### src/hdl/pf_pkg.sv
// pf_pkg: shared types, codes and square arithmetic for the Playfair encryptor.
// No dependencies; imported by every module of the block.
`default_nettype none

package pf_pkg;

  // Square geometry and special letters (index 0 = 'A')
  localparam int SIDE    = 5;
  localparam int CELLS   = SIDE * SIDE;
  localparam int LETTERS = 26;

  localparam logic [4:0] LETTER_I = 5'd8;
  localparam logic [4:0] LETTER_J = 5'd9;
  localparam logic [4:0] LETTER_X = 5'd23;
  localparam logic [4:0] LAST_LETTER = 5'(LETTERS - 1);
  localparam logic [4:0] FULL_COUNT  = 5'(CELLS);

  // ASCII bases
  localparam logic [7:0] ASCII_UPPER_A = 8'h41;
  localparam logic [7:0] ASCII_UPPER_Z = 8'h5A;
  localparam logic [7:0] ASCII_LOWER_A = 8'h61;
  localparam logic [7:0] ASCII_LOWER_Z = 8'h7A;

  // Input function codes
  localparam logic [2:0] FUNC_CLEAR = 3'd0;
  localparam logic [2:0] FUNC_KEY   = 3'd1;
  localparam logic [2:0] FUNC_DONE  = 3'd2;
  localparam logic [2:0] FUNC_TEXT  = 3'd3;
  localparam logic [2:0] FUNC_END   = 3'd4;

  // Command queue geometry
  localparam int CMDQ_DEPTH = 4;
  localparam int CMDQ_AW    = $clog2(CMDQ_DEPTH);

  // Classified command passed from front to back
  typedef enum logic [2:0] {
    OP_CLEAR = 3'd0,
    OP_KEY   = 3'd1,
    OP_DONE  = 3'd2,
    OP_TEXT  = 3'd3,
    OP_END   = 3'd4
  } cmd_op_t;

  typedef struct packed {
    cmd_op_t    op;
    logic [4:0] letter;
  } cmd_t;

  // Row of a cell index 0..24
  function automatic logic [2:0] pos_row(input logic [4:0] p);
    logic [2:0] r;
    if (p < 5'd5)       r = 3'd0;
    else if (p < 5'd10) r = 3'd1;
    else if (p < 5'd15) r = 3'd2;
    else if (p < 5'd20) r = 3'd3;
    else                r = 3'd4;
    return r;
  endfunction

  // Column of a cell index 0..24
  function automatic logic [2:0] pos_col(input logic [4:0] p);
    logic [4:0] q;
    q = p - 5'(SIDE) * 5'(pos_row(p));
    return q[2:0];
  endfunction

  // Step one place along a row or column, wrapping
  function automatic logic [2:0] inc5(input logic [2:0] x);
    return (x == 3'(SIDE - 1)) ? 3'd0 : x + 3'd1;
  endfunction

  function automatic logic [4:0] cell_of(input logic [2:0] r, input logic [2:0] c);
    return 5'(r) * 5'(SIDE) + 5'(c);
  endfunction

endpackage

`default_nettype wire

### src/hdl/pf_front.sv
// pf_front: normalizes raw bytes and classifies each input item into a command.
// Depends on pf_pkg.
`default_nettype none

module pf_front import pf_pkg::*; (
  input  wire logic [2:0] func,
  input  wire logic [7:0] char_in,
  output cmd_t            cmd,
  output logic            keep
);

  logic       is_letter;
  logic [4:0] letter;
  logic [7:0] offs;

  // Fold case, J to I; flag non-letters
  always_comb begin
    offs      = 8'd0;
    is_letter = 1'b0;
    if (char_in >= ASCII_LOWER_A && char_in <= ASCII_LOWER_Z) begin
      offs      = char_in - ASCII_LOWER_A;
      is_letter = 1'b1;
    end else if (char_in >= ASCII_UPPER_A && char_in <= ASCII_UPPER_Z) begin
      offs      = char_in - ASCII_UPPER_A;
      is_letter = 1'b1;
    end
    letter = (offs[4:0] == LETTER_J) ? LETTER_I : offs[4:0];
  end

  // Items that cannot change state are dropped here
  always_comb begin
    cmd.letter = letter;
    cmd.op     = OP_CLEAR;
    keep       = 1'b0;
    case (func)
      FUNC_CLEAR: begin
        cmd.op = OP_CLEAR;
        keep   = 1'b1;
      end
      FUNC_KEY: begin
        cmd.op = OP_KEY;
        keep   = is_letter;
      end
      FUNC_DONE: begin
        cmd.op = OP_DONE;
        keep   = 1'b1;
      end
      FUNC_TEXT: begin
        cmd.op = OP_TEXT;
        keep   = is_letter;
      end
      FUNC_END: begin
        cmd.op = OP_END;
        keep   = 1'b1;
      end
      default: begin
        keep = 1'b0;
      end
    endcase
  end

endmodule

`default_nettype wire

### src/hdl/pf_cmd_queue.sv
// pf_cmd_queue: short FIFO of commands between front and back.
// Depends on pf_pkg.
`default_nettype none

module pf_cmd_queue import pf_pkg::*; (
  input  wire logic clk,
  input  wire logic rst,
  input  wire logic push,
  input  wire cmd_t push_data,
  output logic      full,
  input  wire logic pop,
  output cmd_t      pop_data,
  output logic      empty
);

  cmd_t                 entries [CMDQ_DEPTH];
  logic [CMDQ_AW-1:0]   wr_ptr;
  logic [CMDQ_AW-1:0]   rd_ptr;
  logic [CMDQ_AW:0]     count;
  logic                 do_push;
  logic                 do_pop;

  assign full     = (count == (CMDQ_AW+1)'(CMDQ_DEPTH));
  assign empty    = (count == '0);
  assign do_push  = push && !full;
  assign do_pop   = pop && !empty;
  assign pop_data = entries[rd_ptr];

  // Storage
  always_ff @(posedge clk) begin
    if (do_push) begin
      entries[wr_ptr] <= push_data;
    end
  end

  // Pointers and fill level
  always_ff @(posedge clk) begin
    if (rst) begin
      wr_ptr <= '0;
      rd_ptr <= '0;
      count  <= '0;
    end else begin
      if (do_push) wr_ptr <= wr_ptr + CMDQ_AW'(1);
      if (do_pop)  rd_ptr <= rd_ptr + CMDQ_AW'(1);
      case ({do_push, do_pop})
        2'b10:   count <= count + (CMDQ_AW+1)'(1);
        2'b01:   count <= count - (CMDQ_AW+1)'(1);
        default: count <= count;
      endcase
    end
  end

endmodule

`default_nettype wire

### src/hdl/pf_back.sv
// pf_back: key square build, pairing and pair encipherment, with result FIFO.
// Depends on pf_pkg.
`default_nettype none

module pf_back import pf_pkg::*; (
  input  wire logic       clk,
  input  wire logic       rst,
  input  wire logic       cmd_empty,
  input  wire cmd_t       cmd,
  output logic            cmd_pop,
  input  wire logic       res_pop,
  output logic            res_empty,
  output logic [6:0]      cipher_char,
  output logic            last_of_run
);

  typedef enum logic [4:0] {
    S_IDLE  = 5'b00001,
    S_FILL  = 5'b00010,
    S_POS   = 5'b00100,
    S_EMIT1 = 5'b01000,
    S_EMIT2 = 5'b10000
  } state_t;

  state_t state, state_next;

  // Key square stores
  logic [4:0]         square_letter   [CELLS];
  logic [4:0]         letter_position [LETTERS];
  logic [LETTERS-1:0] letter_used;
  logic [4:0]         fill_count;
  logic [4:0]         pending_letter;
  logic               pending_valid;
  logic [4:0]         fill_iter;

  // Read data registers
  logic [4:0] pos_a, pos_b;
  logic [4:0] sq_a, sq_b;

  // Result FIFO
  logic [4:0] res_letter [2];
  logic       res_last   [2];
  logic       res_wr, res_rd;
  logic [1:0] res_count;
  logic       res_push;
  logic       res_push_last;
  logic [4:0] res_push_letter;
  logic       res_do_pop;

  // Control decoded from the popped command and the fill sweep
  logic       take;
  logic       pair_go;
  logic [4:0] pair_a, pair_b;
  logic       place_en;
  logic [4:0] place_idx;
  logic       sq_full;

  // Cell arithmetic for the pair
  logic [2:0] r1, c1, r2, c2;
  logic [4:0] o1, o2;

  assign sq_full = (fill_count == FULL_COUNT);
  assign take    = (state == S_IDLE) && !cmd_empty;
  assign cmd_pop = take;

  // Decide what the popped command does
  always_comb begin
    pair_go   = 1'b0;
    pair_a    = cmd.letter;
    pair_b    = LETTER_X;
    place_en  = 1'b0;
    place_idx = cmd.letter;
    if (state == S_FILL) begin
      place_idx = fill_iter;
      place_en  = (fill_iter != LETTER_J);
    end else if (take) begin
      case (cmd.op)
        OP_KEY: begin
          place_en = 1'b1;
        end
        OP_TEXT: begin
          if (sq_full && pending_valid) begin
            pair_go = 1'b1;
            if (pending_letter != cmd.letter) begin
              pair_a = pending_letter;
              pair_b = cmd.letter;
            end
          end
        end
        OP_END: begin
          if (pending_valid) begin
            pair_go = 1'b1;
            pair_a  = pending_letter;
          end
        end
        default: begin
          pair_go = 1'b0;
        end
      endcase
    end
    if (fill_count >= FULL_COUNT || letter_used[place_idx]) begin
      place_en = 1'b0;
    end
  end

  // Sequencer
  always_comb begin
    state_next = state;
    case (state)
      S_IDLE: begin
        if (take && cmd.op == OP_DONE) state_next = S_FILL;
        else if (pair_go)              state_next = S_POS;
      end
      S_FILL: begin
        if (fill_iter == LAST_LETTER) state_next = S_IDLE;
      end
      S_POS: begin
        state_next = S_EMIT1;
      end
      S_EMIT1: begin
        if (res_push) state_next = S_EMIT2;
      end
      S_EMIT2: begin
        if (res_push) state_next = S_IDLE;
      end
      default: begin
        state_next = S_IDLE;
      end
    endcase
  end

  // Control registers
  always_ff @(posedge clk) begin
    if (rst) begin
      state         <= S_IDLE;
      letter_used   <= '0;
      fill_count    <= '0;
      pending_letter <= '0;
      pending_valid <= 1'b0;
      fill_iter     <= '0;
    end else begin
      state <= state_next;
      if (take && cmd.op == OP_DONE) begin
        fill_iter <= '0;
      end else if (state == S_FILL) begin
        fill_iter <= fill_iter + 5'd1;
      end
      if (take && cmd.op == OP_CLEAR) begin
        letter_used    <= '0;
        fill_count     <= '0;
        pending_letter <= '0;
        pending_valid  <= 1'b0;
      end else if (place_en) begin
        letter_used[place_idx] <= 1'b1;
        fill_count             <= fill_count + 5'd1;
      end
      // Pairing: an open pair closes unless the letter repeats
      if (take && cmd.op == OP_TEXT && sq_full) begin
        if (!pending_valid) begin
          pending_letter <= cmd.letter;
          pending_valid  <= 1'b1;
        end else if (pending_letter != cmd.letter) begin
          pending_valid <= 1'b0;
        end
      end
      if (take && cmd.op == OP_END) begin
        pending_valid <= 1'b0;
      end
    end
  end

  // Letter placement writes
  always_ff @(posedge clk) begin
    if (place_en) begin
      square_letter[fill_count]  <= place_idx;
      letter_position[place_idx] <= fill_count;
    end
  end

  // Position lookup of both letters
  always_ff @(posedge clk) begin
    if (pair_go) begin
      pos_a <= letter_position[pair_a];
      pos_b <= letter_position[pair_b];
    end
  end

  // Row, column and rectangle rules
  always_comb begin
    r1 = pos_row(pos_a);
    c1 = pos_col(pos_a);
    r2 = pos_row(pos_b);
    c2 = pos_col(pos_b);
    if (r1 == r2) begin
      o1 = cell_of(r1, inc5(c1));
      o2 = cell_of(r2, inc5(c2));
    end else if (c1 == c2) begin
      o1 = cell_of(inc5(r1), c1);
      o2 = cell_of(inc5(r2), c2);
    end else begin
      o1 = cell_of(r1, c2);
      o2 = cell_of(r2, c1);
    end
  end

  // Cipher letter lookup
  always_ff @(posedge clk) begin
    if (state == S_POS) begin
      sq_a <= square_letter[o1];
      sq_b <= square_letter[o2];
    end
  end

  // Result FIFO: two entries
  assign res_push        = (state == S_EMIT1 || state == S_EMIT2) && (res_count != 2'd2);
  assign res_push_last   = (state == S_EMIT2);
  assign res_push_letter = res_push_last ? sq_b : sq_a;
  assign res_empty       = (res_count == 2'd0);
  assign res_do_pop      = res_pop && !res_empty;
  assign cipher_char     = 7'(ASCII_UPPER_A) + {2'b00, res_letter[res_rd]};
  assign last_of_run     = res_last[res_rd];

  always_ff @(posedge clk) begin
    if (res_push) begin
      res_letter[res_wr] <= res_push_letter;
      res_last[res_wr]   <= res_push_last;
    end
  end

  always_ff @(posedge clk) begin
    if (rst) begin
      res_wr    <= 1'b0;
      res_rd    <= 1'b0;
      res_count <= 2'd0;
    end else begin
      if (res_push)   res_wr <= ~res_wr;
      if (res_do_pop) res_rd <= ~res_rd;
      case ({res_push, res_do_pop})
        2'b10:   res_count <= res_count + 2'd1;
        2'b01:   res_count <= res_count - 2'd1;
        default: res_count <= res_count;
      endcase
    end
  end

endmodule

`default_nettype wire

### src/hdl/playfair_encrypt.sv
// playfair_encrypt: top level, front classifier, command queue and back end.
// Depends on pf_pkg, pf_front, pf_cmd_queue, pf_back.
//
//   channel  | handshake       | payload
//   ---------+-----------------+---------------------------
//   input    | push / full     | func[2:0], char_in[7:0]
//   result   | pop / empty     | cipher_char[6:0], last_of_run
//
// Clear, key byte and a text byte that opens a pair are taken in the back end without leaving idle.
// Non-letter key/text bytes and unused funcs are dropped at the front.
// A text or end item that closes a pair: position read, cell read, two results (stalls while result FIFO is full).
// Key done: one alphabet letter per cycle over the fill sweep.
// A four-entry command queue lets input keep flowing while a pair is enciphered.
// Synchronous reset empties both queues, the used-letter flags and the open pair.
`default_nettype none

module playfair_encrypt import pf_pkg::*; (
  input  wire logic       clk,
  input  wire logic       rst,
  input  wire logic       push,
  output logic            full,
  input  wire logic [2:0] func,
  input  wire logic [7:0] char_in,
  output logic            empty,
  input  wire logic       pop,
  output logic [6:0]      cipher_char,
  output logic            last_of_run
);

  cmd_t front_cmd;
  logic front_keep;
  cmd_t q_cmd;
  logic q_empty;
  logic q_pop;

  pf_front u_front (
    .func    (func),
    .char_in (char_in),
    .cmd     (front_cmd),
    .keep    (front_keep)
  );

  pf_cmd_queue u_queue (
    .clk       (clk),
    .rst       (rst),
    .push      (push && front_keep),
    .push_data (front_cmd),
    .full      (full),
    .pop       (q_pop),
    .pop_data  (q_cmd),
    .empty     (q_empty)
  );

  pf_back u_back (
    .clk         (clk),
    .rst         (rst),
    .cmd_empty   (q_empty),
    .cmd         (q_cmd),
    .cmd_pop     (q_pop),
    .res_pop     (pop),
    .res_empty   (empty),
    .cipher_char (cipher_char),
    .last_of_run (last_of_run)
  );

endmodule

`default_nettype wire
### config.mk
export PLATFORM = sky130hd
export DESIGN_NAME = playfair_encrypt
export DESIGN_NICKNAME = d
export VERILOG_FILES = /design/src/hdl/pf_pkg.sv /design/src/hdl/pf_front.sv /design/src/hdl/pf_cmd_queue.sv /design/src/hdl/pf_back.sv /design/src/hdl/playfair_encrypt.sv
export SDC_FILE = /design/constraint.sdc
export NUM_CORES = 1
export LEC_CHECK = 0
export ABC_AREA = 1
export BUFFER_PORTS_ARGS = -buffer_cell sky130_fd_sc_hd__buf_2
export CORE_AREA = 2 2 236 238
export CTS_BUF_LIST = sky130_fd_sc_hd__clkbuf_4 sky130_fd_sc_hd__clkbuf_8 sky130_fd_sc_hd__clkbuf_16
export DETAILED_ROUTE_END_ITERATION = 16
export DIE_AREA = 0 0 238 240
export PLACE_DENSITY_LB_ADDON = 0.25
export SYNTH_ARGS = -nofsm -noshare
export SYNTH_HDL_FRONTEND = slang
export SYNTH_HIERARCHICAL = 1
export SYNTH_SLANG_ARGS = --single-unit
### constraint.sdc
create_clock -name clk -period 3.7 [get_ports clk]
set_input_delay 0.74 -clock clk [delete_from_list [all_inputs] [get_ports clk]]
set_output_delay 0.74 -clock clk [all_outputs]
set_load 0.01 [all_outputs]
==> results.json, run 1 <==
{
  "status": "complete, but fails checks",
  "violations": "negative setup slack",
  "hpwl_microns": 45420,
  "n_antenna_cell": 0,
  "syn-cell-area_sq_um": 21580,
  "fin_crit_sh_pct": 107.0,
  "drt_pass1_iterations": 8,
  "crit_required_ns": 4.03,
  "worstSetupEndpointType": "flop",
  "finalWorstSetupSlack_ns": -0.2608,
  "p_int_w": 0.008201,
  "coreArea_sq_um": 54660,
  "cts_buffers": 43,
  "cp-start-kind": "flop",
  "drc": 0,
  "finalSetupTns_ns": -1.922,
  "die_x_microns": 238,
  "clk_pin_slew_ns": 0.06,
  "ys_warn_count": 6,
  "async_flop_share_pct": 0,
  "arrival_ns": 4.30,
  "clkLatencyLatePin_ns": 0.59,
  "grt_max_degree": 66,
  "initial_utilization_pct": 39.47,
  "p_sw_share_pct": 31.55,
  "yosys_most_used_dff": "edfxtp_1",
  "cp_slowest_cell": "edfxtp_1",
  "die_y_microns": 240,
  "multi_input_area_sq_um": 9530,
  "syn_to_final_growth_pct": 22.85,
  "hold_viol": 0,
  "yosys.area.top_type": "edfxtp_1",
  "fmax_mhz": 252.5,
  "avgSynthCellArea_sq_um": 8.204,
  "skew_ns": 0.03418,
  "ys_seq_elements": 380,
  "cts_root_buf": "clkbuf_16",
  "holdBufCountCts": 0,
  "powerDensity_nw_per_um2": 452.0,
  "finalSetupViolations": 10,
  "fillCellCount": 5133,
  "routedWlPerCell_microns": 18.35,
  "maxCapViolations": 0,
  "p_comb_share_pct": 22.6,
  "power.switching_w": 0.003780,
  "rows": 86,
  "portBuffers": 23,
  "ioPinCount": 25,
  "cts_tree": "yes",
  "grt_remaining_overflow": 0,
  "track_usage_pct": 22.26,
  "synth.area.top_cells": "edfxtp_1 (44%), nand3_1 (11%), nand2_1 (11%), inv_1 (6.1%), dfxtp_1 (5.7%)",
  "via_per_inst": 5.424,
  "synth.distinct_cells": 48,
  "period_needed_ns": 3.961,
  "power_frac_seq_pct": 41.2,
  "worstPathMaxFanout": 7,
  "drt_first_iter_violations": 2009,
  "design.final.nets": 2911,
  "syn-num-nets": 2705,
  "antenna_found_initial": 1,
  "synth-edff-count": 319,
  "dp.cells": 3462,
  "rsz0062_at_grt": "yes",
  "synth_top_area_share_pct": 44.40,
  "cts.path.max_buffers": 3,
  "ir_drop_v": 0.0003731,
  "max_stage_delay_ns": 0.43,
  "clock_sinks": 380,
  "relSlewSlack_pct": 46.84,
  "leakage_nw": 11.31,
  "fp.dieArea_sq_um": 57120,
  "worstMarginPinSlew_ns": 0.7891,
  "r2r_slack_ns": -0.26,
  "critPathKind": "reg -> reg",
  "final-seq-area_sq_um": 10800,
  "dr_total_vias": 19370,
  "slew_viol_final": 0,
  "finalWeightedCongestion": 0.9823,
  "grt_pass1_wl_microns": 100100,
  "htree_levels": 2,
  "ant_nets": 0,
  "seq_area_frac_synth_pct": 50.06,
  "synthCells": 2630,
  "layout-drive-gt1-share_pct": 18.73,
  "min_path_type": "reg -> reg",
  "final_cells": 3571,
  "wl_microns": 65530,
  "grt_pass1_vias": 18360,
  "clkPwrFrac_pct": 36.2
}
-- Yosys cell counts, types with 3 or more instances --
cell type,count
a21oi_1,109
buf_1,5
buf_2,58
buf_4,6
buf_6,4
clkbuf_1,42
clkinv_1,3
dfxtp_1,61
edfxtp_1,319
fa_1,9
ha_1,51
inv_1,350
inv_2,12
nand2_1,627
nand2_2,12
nand3_1,478
nand3_2,4
nand4_1,9
nor2_1,139
nor2_2,11
nor3_1,15
o211ai_1,39
o21ai_0,175
o21ai_1,6
o21ai_2,6
o21bai_1,6
o22ai_1,18
or2_2,4
xnor2_1,13
xor2_1,17
-- kinds of logic after synthesis --
group / synth area share [%]
xor gates and xnor gates: 1.218
and+or+nand+nor: 26.35
buffers and inverters: 8.931
AOI/OAI and AO/OA: 9.493
other: 0.01738
DFF: 50.06
muxes: 0.1450
adders and majority gates: 3.793
-- worst max-delay path, delay by kind of cell (launching register included) --
family / cells / cell delay [ns]
XOR/XNOR: 1 / 0.17
AND/OR/NAND/NOR: 14 / 1.16
buffers and inverters: 6 / 0.66
flip-flops: 1 / 0.43
AO/OA/AOI/OAI: 1 / 0.36
adder cells (fa/ha/maj): 3 / 0.91
-- area by class of cell --
class,count,share of cell area (%)
Multi-Input combinational cell,1770,35.96
Timing Repair Buffer,274,9.290
Timing Repair inverter,2,0.05665
Inverter,365,5.211
Clock buffer,46,4.145
Clock inverter,30,1.265
Sequential cell,380,40.75
Tap cell,704,3.323
-- power groups by stage --
| stage | Sequential [W] | Combinational, W | Clock (W) |
|---|---|---|---|
| 2_1_floorplan | 0.00502 | 0.00169 | 0 |
| 3_3_place_gp | 0.00502 | 0.00263 | 0 |
| 3_5_place_dp | 0.00503 | 0.00265 | 0 |
| 4_1_cts | 0.00494 | 0.00267 | 0.00443 |
| 5_1_grt | 0.00495 | 0.00298 | 0.00460 |
| 6_report | 0.00494 | 0.00271 | 0.00433 |
-- placed cells by master, fill, tap and decap left out, types with 5 or more instances in the layout --
master      count
nand2_1       604
nand3_1       419
inv_1         339
edfxtp_1      319
buf_4         202
o21ai_0       166
nor2_1        130
a21oi_1       103
dfxtp_1        60
nand3_2        59
clkbuf_16      50
ha_1           40
o211ai_1       39
nand2_2        29
buf_2          23
buf_6          20
inv_2          20
buf_12         20
o22ai_1        18
xor2_1         16
nor2_2         15
o21ai_1        13
nor3_1         13
xnor2_1        10
clkinv_2        9
nand4_1         9
clkinv_1        8
clkinvlp_4      8
nor2_4          7
nand2_4         6
o21ai_2         6
o21bai_1        6
fa_1            6
ha_4            6
bufinv_16       5
ha_2            5
-- registers in the layout, indices dropped and copies added, names as in the netlist, 10 cells and up, named ones only --
name	cells
u_back/letter_position	130
u_back/letter_used	26
u_back/square_letter	125
u_queue/entries	32
u_back/res_letter	10
-- stage by stage --
step	hold WS, ns	area, sq um	utilization (%)	setup slack (ns)	power [W]
floorplan	0.4255	21600	-	0.009077	0.006706
global placement	0.4385	23940	43.80	-0.2322	0.007650
detailed placement	0.4442	23940	43.80	-0.3313	0.007681
CTS	0.4404	25610	46.85	-0.2470	0.01203
global route	0.4574	26510	48.49	-0.4947	0.01252
finish	0.4568	26510	48.49	-0.2608	0.01198
-- path summary, 6_finish.rpt --
| check | startpoint | end | depth (start not counted) |
|---|---|---|---|
| setup / recovery | u_back/pos_a[3] | u_back/sq_a[1] | 25 |
| hold / removal | u_back/res_rd | u_back/res_rd | 1 |
| setup reg to reg | u_back/pos_a[3] | u_back/sq_a[1] | 25 |
| hold reg to reg | u_back/res_rd | u_back/res_rd | 1 |
-- what timing repair did --
item	CTS	global route
pin swaps	13	38
resized for setup	38	142
cloned	1	11
setup endpoints to repair	10	97
setup buffers	8	14
-- routing by layer --
metal | routed length [microns] | part of all wire [%] | vias up | GRT usage, %
li1 | - | - | 9214 | -
met1 | 28880 | 44 | 9326 | 30.59
met2 | 30440 | 46 | 718 | 36.74
met3 | 4636 | 7.1 | 111 | 3.341
met4 | 1568 | 2.4 | 0 | 6.042
met5 | 0 | 0 | - | 0
No activity file was read; power rests on OpenSTA's default activity.
==> run 2, diff against run 1 <==
CORE_AREA = 5 5 239 241   (was 2 2 236 238)
DIE_AREA = 0 0 244 246   (was 0 0 238 240)
RECOVER_POWER = 50   (was unset)
==> run 2 against run 1 <==
Against the previous run: the flow finishes with violations (max-capacitance violations, max-slew violations, negative setup slack); cell count increased by 0.64%; routed wire length increased by 3.3%; combinational power about the same; register-to-register slack improved by 0.13 ns; design area increased by 1.7%; clock-buffer cell count increased by 4; critical path depth unchanged; via count decreased by 0.25%; power decreased by 0.58%; fmax increased by 3.3%; critical endpoint is now u_back/sq_b[3].
==> results.json, run 2 (same netlist as run 1, synthesis figures left out) <==
{
  "skew_ns": 0.02940,
  "via_per_inst": 5.376,
  "holdBufCountCts": 0,
  "crit_required_ns": 4.03,
  "hpwl_microns": 45730,
  "cts_tree": "yes",
  "ant_nets": 0,
  "antenna_found_initial": 0,
  "fillCellCount": 5109,
  "fin_worst_hold_slack_ns": 0.4534,
  "fin_crit_sh_pct": 103.7,
  "layout_common_cells": "nand2_1 (609), nand3_1 (372), inv_1 (337)",
  "track_usage_pct": 21.35,
  "maxCapViolations": 6,
  "rsz0062_at_grt": "yes",
  "cp-start-kind": "flop",
  "largest_reg_flops": 130,
  "reg2regPathDepth": 25,
  "n_antenna_cell": 0,
  "syn_to_final_growth_pct": 24.98,
  "min_path_type": "reg -> reg",
  "htree_levels": 2,
  "final_util_pct": 49.33,
  "fp.dieArea_sq_um": 60020,
  "final_common_cell": "nand2_1",
  "grt_max_degree": 61,
  "reg_top3": "u_back/letter_position: 130 flops, u_back/square_letter: 125 flops, u_queue/entries: 32 flops",
  "period_needed_ns": 3.836,
  "ioPinCount": 25,
  "arrival_ns": 4.17,
  "finalSetupViolations": 20,
  "worstPathMaxFanout": 15,
  "cts.path.max_buffers": 3,
  "leakage_nw": 11.48,
  "drt_first_iter_violations": 2053,
  "clk_pin_slew_ns": 0.06,
  "fmax_mhz": 260.7,
  "wl_microns": 67700,
  "die_x_microns": 244,
  "grt_pass1_vias": 18490,
  "finalSetupTns_ns": -1.386,
  "dr_total_vias": 19320,
  "ir_drop_v": 0.0003130,
  "coreArea_sq_um": 54660,
  "cp_slowest_cell": "fa_2",
  "powerDensity_nw_per_um2": 441.7,
  "worstMarginPinSlew_ns": 1.873,
  "routedWlPerCell_microns": 18.84,
  "design.final.nets": 2931,
  "die_y_microns": 246,
  "cts_root_buf": "clkbuf_16",
  "cts_buffers": 44,
  "violations": "max-capacitance violations, max-slew violations, negative setup slack",
  "clock_sinks": 380,
  "rows": 86,
  "max_stage_delay_ns": 0.55,
  "drc": 0,
  "status": "complete, but fails checks",
  "relSlewSlack_pct": -24.88,
  "grt_pass1_wl_microns": 102700,
  "initial_utilization_pct": 39.47,
  "min_path_cells": 1,
  "grt_remaining_overflow": 0,
  "critPathKind": "reg -> reg",
  "pre_cts_ws_ns": -0.4204,
  "hold_viol": 0,
  "portBuffers": 23,
  "slew_viol_final": 191,
  "cpMostUsedCell": "nand2_1",
  "drt_pass1_iterations": 6,
  "p_total_w": 0.01191,
  "finalWeightedCongestion": 0.9452,
  "clkLatencyLatePin_ns": 0.59,
  "top_register": "u_back/letter_position",
  "finalWorstSetupSlack_ns": -0.1358,
  "worstSetupEndpointType": "flop",
  "layout-drive-gt1-share_pct": 20.66
}
-- run 2: repair_timing --
item | CTS | global route
endpoints found under the setup margin | 15 | 275
endpoints found under the hold margin | 0 | 0
pin swaps | 30 | 53
resized for setup | 100 | 161
buffers inserted | 13 | 15
cloned | 4 | 10
-- run 2: area by class of cell --
cell class	instances	area, sq um	area share [%]
flip-flops and latches	380	10800	40.06
multi-input cells	1770	9832	36.46
repair buffers	294	2621	9.721
inverters	365	1406	5.216
clock buffers	50	1159	4.297
well taps	704	880.8	3.267
clock inverters	30	260.3	0.9652
repair inverters	1	3.754	0.01392
-- run 2: final timing paths --
path	startpoint	endpoint	slack, ns
setup / recovery	u_back/pos_b[3]	u_back/sq_b[3]	-0.14
hold / removal	u_back/res_rd	u_back/res_rd	0.45
setup reg to reg	u_back/pos_b[3]	u_back/sq_b[3]	-0.14
hold reg to reg	u_back/res_rd	u_back/res_rd	0.45
-- run 2: per-layer routing --
layer	vias up	routed length, microns	global-route usage, %
li1	9279	-	-
met1	9199	30120	29.80
met2	706	31180	35.00
met3	137	4438	3.070
met4	0	1961	5.974
met5	-	0	0
-- run 2: metrics by stage --
stage | instances | cell area (sq um)
floorplan | 2630 | 21600
global placement | 3472 | 23990
detailed placement | 3472 | 23990
CTS | 3569 | 25980
global route | 3594 | 26960
finish | 3594 | 26960
-- run 2: power breakdown --
group | internal (W) | switching [W]
clock network | 0.00248 | 0.00177
registers | 0.00488 | 0.0000612
logic | 0.000792 | 0.00193
-- run 2: worst max-delay path, delay by kind of cell, from the launching register on --
family                   cells  cell delay (ns)
AND/OR/NAND/NOR             17             1.54
buffers and inverters        5             0.48
adder cells (fa/ha/maj)      3             1.09
flip-flops                   1             0.46
==> run 3, diff against run 2 <==
==> constraint.sdc (replaced) <==
create_clock -name clk -period 3.7 [get_ports clk]
set_input_delay 0.185 -clock clk [delete_from_list [all_inputs] [get_ports clk]]
set_output_delay 0.185 -clock clk [all_outputs]
set_load 0.01 [all_outputs]
==> run 3 against run 2 <==
Against the previous run: the run still ends with max-capacitance violations, max-slew violations, negative setup slack left; via count is 0.25% lower; worst hold slack got worse by 0.44 ns; fmax down 1.4%; sequential power about the same; core utilization down 0.31 points; sequential cell count is the same; sequential share of layout area is 0.25 points higher; design area decreased by 0.63%; non-clock buffer count down 4; register-to-register slack got worse by 0.05 ns.
==> results.json, run 3 (same netlist as run 1, synthesis figures left out) <==
{
  "status": "complete, but fails checks",
  "violations": "max-capacitance violations, max-slew violations, negative setup slack",
  "die_y_microns": 246,
  "maxCapViolations": 5,
  "n_antenna_cell": 0,
  "slew_viol_final": 165,
  "worstMarginPinSlew_ns": 1.940,
  "largest_reg_flops": 130,
  "design.final.nets": 2927,
  "fin_crit_sh_pct": 105.1,
  "cp_slowest_cell": "fa_2",
  "initial_utilization_pct": 39.47,
  "drc": 0,
  "routedWlPerCell_microns": 18.63,
  "worstPathMaxFanout": 7,
  "relSlewSlack_pct": -29.32,
  "rows": 86,
  "drt_first_iter_violations": 1873,
  "max_stage_delay_ns": 0.47,
  "wl_microns": 66890,
  "cp-start-kind": "flop",
  "min_path_cells": 5,
  "fmax_mhz": 257.2,
  "rsz0062_at_grt": "yes",
  "clock_sinks": 380,
  "htree_levels": 2,
  "grt_pass1_wl_microns": 102100,
  "reg_top3": "u_back/letter_position: 130 flops, u_back/square_letter: 125 flops, u_queue/entries: 32 flops",
  "via_per_inst": 5.367,
  "fillCellCount": 5148,
  "portBuffers": 23,
  "antenna_found_initial": 0,
  "worstSetupEndpointType": "flop",
  "final_util_pct": 49.02,
  "cpMostUsedCell": "nand3_2",
  "track_usage_pct": 21.30,
  "final_common_cell": "nand2_1",
  "grt_busiest_layer": "met2",
  "p_total_w": 0.01194,
  "crit_required_ns": 4.03,
  "grt_pass1_vias": 18300,
  "critPathKind": "reg -> reg",
  "finalSetupViolations": 37,
  "top_register": "u_back/letter_position",
  "grt_use_met1_pct": 29.94,
  "ant_nets": 0,
  "hp-start": "push",
  "dr_total_vias": 19270,
  "multi_input_area_sq_um": 9713,
  "reg2regPathDepth": 21,
  "layout-drive-gt1-share_pct": 19.29,
  "ir_drop_v": 0.0003102,
  "worst_r2r_startpoint": "u_back/pos_a[2]",
  "fin_worst_hold_slack_ns": 0.01022,
  "skew_ns": 0.04149,
  "min_path_type": "in -> reg",
  "cts_tree": "yes",
  "finalWorstSetupSlack_ns": -0.1885,
  "hpwl_microns": 45650,
  "fp.dieArea_sq_um": 60020,
  "period_needed_ns": 3.888,
  "grt_max_degree": 61,
  "cts.path.max_buffers": 3,
  "clk_pin_slew_ns": 0.06,
  "cts_buffers": 44,
  "startpoint": "u_back/pos_a[2]",
  "hold_viol": 0,
  "grt_remaining_overflow": 0,
  "arrival_ns": 4.22,
  "dp.cells": 3468,
  "finalWeightedCongestion": 0.9457,
  "layout_common_cells": "nand2_1 (600), nand3_1 (415), inv_1 (335)",
  "crit_chain": "buf_6 > nor2_4 > inv_2 > nand2_2 > nor2_2 > nor2_2 > ha_2 > fa_2 > buf_6 > nor2_4 > nor2_1 > ha_2 > fa_1 > nand2_2 > nand3_2 > o21ai_4 > clkinvlp_4 > nand3_2 > nand3_2 > nand3_2 > nand2_1",
  "powerDensity_nw_per_um2": 445.5,
  "syn_to_final_growth_pct": 24.19,
  "clkLatencyLatePin_ns": 0.59,
  "die_x_microns": 244,
  "coreArea_sq_um": 54660,
  "ioPinCount": 25,
  "use_met3_pct": 2.734,
  "drt_pass1_iterations": 6,
  "cts_root_buf": "clkbuf_16",
  "final-seq-area_sq_um": 10800,
  "final_cells": 3591,
  "met2_usage_pct": 34.70,
  "leakage_nw": 11.36
}
==> run 3: changes by cell type in the layout (fill, tap and decap cells not counted), moves of 4 or more <==
cell / change
buf_12: -4
buf_2: -4
buf_4: -6
clkbuf_4: +5
dlygate4sd3_1: +4
inv_6: -4
nand2_1: -9
nand2_2: +9
nand3_1: +43
nand3_2: -53
nand3_4: +10
o21ai_1: +4
==> run 3: metal layers <==
metal | share of wire (%) | vias to the layer above | wire length (microns)
li1 | - | 9272 | -
met1 | 44 | 9151 | 29640
met2 | 46 | 698 | 30790
met3 | 6.3 | 151 | 4223
met4 | 3.3 | 0 | 2230
met5 | 0 | - | 0
==> run 3: through the flow <==
| stage | instance area (sq um) | setup TNS, ns | setup slack (ns) |
|---|---|---|---|
| 4_1_cts | 26070 | -1.186 | -0.1585 |
| 2_1_floorplan | 21600 | 0 | 0.009077 |
| 5_1_grt | 26800 | -49.32 | -0.4023 |
| 3_3_place_gp | 23960 | -3.605 | -0.3887 |
| 3_5_place_dp | 23960 | -3.843 | -0.4223 |
| 6_report | 26800 | -2.300 | -0.1885 |
==> run 3: worst paths after layout <==
kind / to / slack, ns
setup reg to reg: u_back/sq_a[1] / -0.19
hold / removal: u_queue/wr_ptr[0] / 0.01
setup / recovery: u_back/sq_a[1] / -0.19
hold reg to reg: flop / 0.45
==> run 3: report_power, final <==
| part | switching, W | internal, W |
|---|---|---|
| clock network | 0.00177 | 0.00254 |
| logic | 0.00192 | 0.000770 |
| registers | 0.0000616 | 0.00488 |
==> run 3: repair_timing <==
| action | CTS | global route |
|---|---|---|
| setup endpoints to repair | 10 | 275 |
| hold buffers | 4 | 0 |
| buffers inserted | 17 | 11 |
| hold endpoints to repair | 19 | 0 |
| gates cloned | 7 | 3 |
| pin swaps | 19 | 51 |
| gates resized for setup | 89 | 157 |
==> run 3: layout make-up <==
class / instances / share of cell area (%)
flip-flops and latches: 380 / 40.31
multi-input cells: 1770 / 36.25
repair buffers: 290 / 9.577
inverters: 365 / 5.183
clock buffers: 54 / 4.501
well taps: 704 / 3.287
clock inverters: 27 / 0.8638
repair inverters: 1 / 0.02802
==> run 3: worst max-delay path: cells and delay by family, from the launching register on <==
kind	cells	cell delay (ns)
compound gates	1	0.19
buf+inv	4	0.69
fa+ha+maj	4	1.32
simple gates	12	1.02
flops	1	0.44
